--- src/rtl/core/assert_macros.svh ---
// assertion macros
`ifndef ASSERT_MACROS_SVH
`define ASSERT_MACROS_SVH
`ifndef NO_ASSERTIONS
`define ASSERT_IMPL(label, clk, rst, prop) \
  label: assert property (@(posedge clk) disable iff (rst) (prop)) else $error("%m failed");
`define ASSERT_NEVER(label, clk, rst, cond) \
  label: assert property (@(posedge clk) disable iff (rst) !(cond)) else $error("%m failed");
`else
`define ASSERT_IMPL(label, clk, rst, prop)
`define ASSERT_NEVER(label, clk, rst, cond)
`endif
`endif

--- src/rtl/core/pitm_pkg.sv ---
package pitm_pkg;
  localparam int unsigned IDX_BITS = 12;
  localparam int unsigned CNT_BITS = 13;
  localparam int unsigned COORD_BITS = 16;
  localparam int unsigned MAX_VERTICES = 4096;
  localparam int unsigned MAX_TETRAS = 4096;
  localparam int unsigned DIFF_BITS = COORD_BITS + 1;
  localparam int unsigned PROD_BITS = 2 * DIFF_BITS;
  localparam int unsigned CROSS_BITS = PROD_BITS + 1;
  localparam int unsigned TERM_BITS = CROSS_BITS + DIFF_BITS;
  localparam int unsigned DET_BITS = TERM_BITS + 2;

  localparam logic [1:0] REQ_VERTEX = 2'd0;
  localparam logic [1:0] REQ_TETRA  = 2'd1;
  localparam logic [1:0] REQ_QUERY  = 2'd2;

  typedef logic signed [COORD_BITS-1:0] coord_t;
  typedef struct packed {
    coord_t x;
    coord_t y;
    coord_t z;
  } point_t;

  typedef struct packed {
    logic vtx_wr;
    logic tet_wr;
    logic start;
    logic idx_load;
    logic corner_fetch;
    logic [1:0] corner_sel;
    logic eval;
  } cmd_t;

  typedef struct packed {
    logic busy;
    logic done;
    logic result;
  } status_t;
endpackage

--- src/rtl/core/pitm_ctrl.sv ---
module pitm_ctrl (
  input  logic                 clk,
  input  logic                 rst,
  input  logic                 in_valid,
  output logic                 in_ready,
  input  logic [1:0]           req_type,
  output logic                 out_valid,
  input  logic                 out_ready,
  output logic                 outside,
  input  pitm_pkg::status_t    status,
  output pitm_pkg::cmd_t       cmd
);
  typedef enum logic [7:0] {
    S_IDLE  = 8'b00000001,
    S_IDX   = 8'b00000010,
    S_TRD   = 8'b00000100,
    S_V0    = 8'b00001000,
    S_V1    = 8'b00010000,
    S_V2    = 8'b00100000,
    S_V3    = 8'b01000000,
    S_DRAIN = 8'b10000000
  } state_t;

  state_t state, state_next;
  logic acc;
  logic eval_d;

  assign in_ready = (state == S_IDLE) && !out_valid;
  assign acc = in_valid && in_ready;

  always_comb begin
    cmd = '0;
    state_next = state;
    cmd.vtx_wr = acc && (req_type == pitm_pkg::REQ_VERTEX);
    cmd.tet_wr = acc && (req_type == pitm_pkg::REQ_TETRA);
    cmd.start  = acc && (req_type == pitm_pkg::REQ_QUERY);
    cmd.eval   = eval_d;
    case (state)
      S_IDLE:  if (cmd.start) state_next = S_IDX;
      S_IDX:   state_next = status.done ? S_DRAIN : S_TRD;
      S_TRD:   state_next = S_V0;
      S_V0:    begin cmd.corner_sel = 2'd0; state_next = S_V1; end
      S_V1:    begin cmd.corner_sel = 2'd1; cmd.corner_fetch = 1'b1;
                 state_next = S_V2; end
      S_V2:    begin cmd.corner_sel = 2'd2; cmd.corner_fetch = 1'b1;
                 state_next = S_V3; end
      S_V3:    begin cmd.corner_sel = 2'd3; cmd.corner_fetch = 1'b1;
                 state_next = S_IDX; end
      S_DRAIN: if (!status.busy) state_next = S_IDLE;
      default: state_next = S_IDLE;
    endcase
    // tetra index advances as the tetra beat is read
    cmd.idx_load = (state == S_IDX) && !status.done;
  end

  // eval is raised in the cycle after V3, when d sits in the vertex read register
  always_ff @(posedge clk) begin
    if (rst) eval_d <= 1'b0;
    else eval_d <= (state == S_V3);
  end

  always_ff @(posedge clk) begin
    if (rst) begin
      state <= S_IDLE;
      out_valid <= 1'b0;
    end else begin
      state <= state_next;
      if (state == S_DRAIN && !status.busy) out_valid <= 1'b1;
      else if (out_ready) out_valid <= 1'b0;
    end
  end

  always_ff @(posedge clk) begin
    if (state == S_DRAIN && !status.busy) outside <= status.result;
  end
endmodule

--- config.mk ---
export PLATFORM = sky130hd
export DESIGN_NAME = pitm_ctrl
export DESIGN_NICKNAME = d
export VERILOG_FILES = /design/src/rtl/core/assert_macros.svh /design/src/rtl/core/pitm_pkg.sv /design/src/rtl/core/pitm_ctrl.sv
export SDC_FILE = /design/constraint.sdc
export NUM_CORES = 1
export LEC_CHECK = 0
export BUFFER_PORTS_ARGS = -buffer_cell sky130_fd_sc_hd__buf_2
export CAP_MARGIN = 20
export CORE_AREA = 2 2 39 41
export CTS_CLUSTER_DIAMETER = 30
export CTS_CLUSTER_SIZE = 16
export DETAILED_ROUTE_END_ITERATION = 10
export DIE_AREA = 0 0 41 43
export GPL_TIMING_DRIVEN = 0
export PLACE_DENSITY_LB_ADDON = 0.15
export SETUP_SLACK_MARGIN = 0.2
export SYNTH_ARGS = -nofsm -noshare
export SYNTH_HDL_FRONTEND = slang
export SYNTH_SLANG_ARGS = --single-unit
--- constraint.sdc ---
create_clock -name clk -period 2.3 [get_ports clk]
set_input_delay 0.575 -clock clk [delete_from_list [all_inputs] [get_ports clk]]
set_output_delay 0.575 -clock clk [all_outputs]
set_load 0.05 [all_outputs]
==> results.ini <==
[synthesis]
post_synth_instance_area_sq_um=643
synth_top_flop_cell=sky130_fd_sc_hd__dfxtp_1
yosysWarningCount=0
count_of_flip_flops_with_a_built_in_enable_after_synthesis=1
synth_area_leaders=sky130_fd_sc_hd__dfxtp_1 (31%), sky130_fd_sc_hd__nor3_1 (5.4%), sky130_fd_sc_hd__edfxtp_1 (4.7%)
postSynth.asyncResetShare_pct=0
gate_count_post_synth=74
synth_most_common_cell=sky130_fd_sc_hd__dfxtp_1
total_of_flip_flops_plus_latches_after_synthesis=11
part_of_the_yosys_area_used_for_sequential_elements_pct=35.8
synth.top_cells.by_count=sky130_fd_sc_hd__dfxtp_1 (10), sky130_fd_sc_hd__nor2_1 (8), sky130_fd_sc_hd__nor3_1 (7)
synth_area_per_cell_sq_um=8.69
synth_area_leader_cell=sky130_fd_sc_hd__dfxtp_1
synthDominantCellAreaShare_pct=31.1
synth_fp_nets=83
synth.distinct_cells=31

[sta]
final.period_utilization_pct=93.8
maxClockFrequency_mhz=463
maxSlewHeadroom_pct=79.3
timing.final.max_slew_violations=0
worst_margin_pin_slew_ns=0.309
timing.final.setup_violations=0
fin_worst_skew_ns=0.00673
report.final.hold_viol_count=0
period_needed_ns=2.16
unrepaired_setup_endpoints_after_global_routing=yes

[setup_path]
cp-end-kind=output pin
critical_path_arrival_ns=1.58
worst-path-max-fanout=4
worstSetupPathType=flop to output pin
path_cells=buf_6 > nor4_4 > nand2_4 > nor4_2 > buf_4
worst_path_max_delay_cell=sky130_fd_sc_hd__dfxtp_1
rr_endpoint=state[3]
r2r_start=state[5]
timing.reg2reg.worst_path_depth=8
worst_setup_path_endpoint=cmd[6]
peak_per_stage_delay_on_the_critical_path_ns=0.31
startpoint_type=flop
req_time_crit_path_ns=1.73
regToRegSetupSlack_ns=0.64
launching_element_of_the_worst_setup_path=state[4]

[route]
avgRoutedWirePerCell_um=13.8
detail_route.wirelength_mm=1.68
initialDrtViolationCount=16
drtPass1Iterations=4
drt-vias-per-instance=5.43
drcViolationCount=0
num_vias=663
postRouteAntennaNets=0

[global_route]
global_route_total_overflow=0
grt.busiest_layer=met2
grtUsageMet2_pct=36.6
grt_max_degree=10
grt.met3_usage_pct=6.81
grt_pass1_wl_mm=2.74
grt_pass1_vias=619
grt_antenna_before_repair=0
grt_util_all_layers_pct=23.4
globalRouteMet1Util_pct=29.3

[die]
core_area_sq_um=1380
dieWidth_um=41
rows=14
die_y_um=43
num_io_pins=20
initial_standard_cell_utilization_of_the_core_pct=46.5
fp.dieArea_sq_um=1760

[cells_and_area]
finalCoreUtilization_pct=68.5
post_route_cells_drive_above_1_share_pct=51.9
layout.nets=116
final_area_sq_um=948
antenna-diode-count=0
synthToLayoutAreaGrowth_pct=47.5

[clock_tree]
max_buffers_root_to_sink=2
clk-insertion-delay-late_ns=0.28
cts.hold.buffers_added=0
cts_buffers=3
clk_root_buffer_cell=sky130_fd_sc_hd__clkbuf_4
clk_transition_reported_paths_ns=0.07
tritoncts=built
clock-sinks=11
clock_tree.htree_level_count=1

[power]
cellPowerDensity_nw_per_um2=618
power_uw=586
leakage_nw=0.376
vdd_ir_drop_max_v=0.000363

[placement]
dpl.hpwl_mm=1.04
dpl-instance-area_sq_um=785
place.port_buffers=19
weighted_congestion_at_the_end_of_routability_driven_global_placement=0.742

[min_path]
hold_depth=1
class_of_the_most_critical_hold_timing_path=primary input to flop

[run]
maxCapViolations=0

[outcome]
status=completed

[cell type report]
class / count / area (sq um)
Fill cell: 113 / 435
Multi-Input combinational cell: 57 / 424
Sequential cell: 11 / 238
Timing Repair Buffer: 28 / 198
Buffer: 4 / 35.0
Clock buffer: 4 / 26.3
Tap cell: 16 / 20.0
Inverter: 2 / 7.51
[power by group]
group	total (mW)	internal, mW	switching (mW)	leakage [nW]
sequential	0.214	0.201	0.0130	0.0921
combinational	0.234	0.0986	0.135	0.269
clock	0.138	0.0674	0.0706	0.0150
total	0.586	0.367	0.219	0.376
[metrics by stage]
stage	std cells	TNS, ns	hold slack, ns	worst slack, ns
2_1_floorplan	74	-0.490	0.490	-0.164
3_5_place_dp	109	0	0.515	0.131
3_3_place_gp	109	0	0.510	0.146
4_1_cts	121	0	0.474	0.0962
5_1_grt	122	0	0.469	0.0562
6_report	122	0	0.472	0.142
[sequential cells by signal (all words and copies together), names as in the netlist]
signal     flops
eval_d         1
state          8
out_valid      1
outside        1
[worst max-delay path, delay by kind of cell (launching register included)]
family	cells	cell delay, ns
simple gates	3	0.64
flops	1	0.31
buf+inv	2	0.35
[kinds of logic after synthesis]
family,after synthesis,share of synthesized area [%]
simple gates,42,41.8
buf+inv,6,5.64
xor+xnor,4,5.45
flops,11,35.8
compound gates,11,11.3
[per-layer routing]
metal | share of wire [%] | wire [um]
met1 | 41 | 697
met2 | 52 | 876
met3 | 4.2 | 70
met4 | 2.1 | 36
met5 | 0 | 0
[cell usage in the layout (no fill, tap or decap), drive strengths merged, types with 2 or more instances in the layout]
cell type | netlist | final
buf | 4 | 32
clkbuf | 0 | 4
dfxtp | 10 | 10
inv | 2 | 2
nand2 | 7 | 7
nand2b | 4 | 4
nand4 | 2 | 2
nor2 | 8 | 8
nor2b | 4 | 4
nor3 | 7 | 7
nor4 | 6 | 6
o21ai | 4 | 4
xnor2 | 3 | 3
[worst min-delay path by stage]
stage,start,end
4_1_cts,status[0],outside
3_3_place_gp,state[3],state[4]
3_5_place_dp,state[3],state[4]
5_1_grt,status[0],outside
6_report,status[0],outside
2_1_floorplan,state[3],state[4]
[repair_timing]
item / 4_1_cts / 5_1_grt
setup buffers: 8 / 1
gates resized for setup: 19 / 5
gates cloned: 0 / 0
setup endpoints to repair: 8 / 8
pin swaps: 5 / 1
Power figures use the tool's default switching activity.
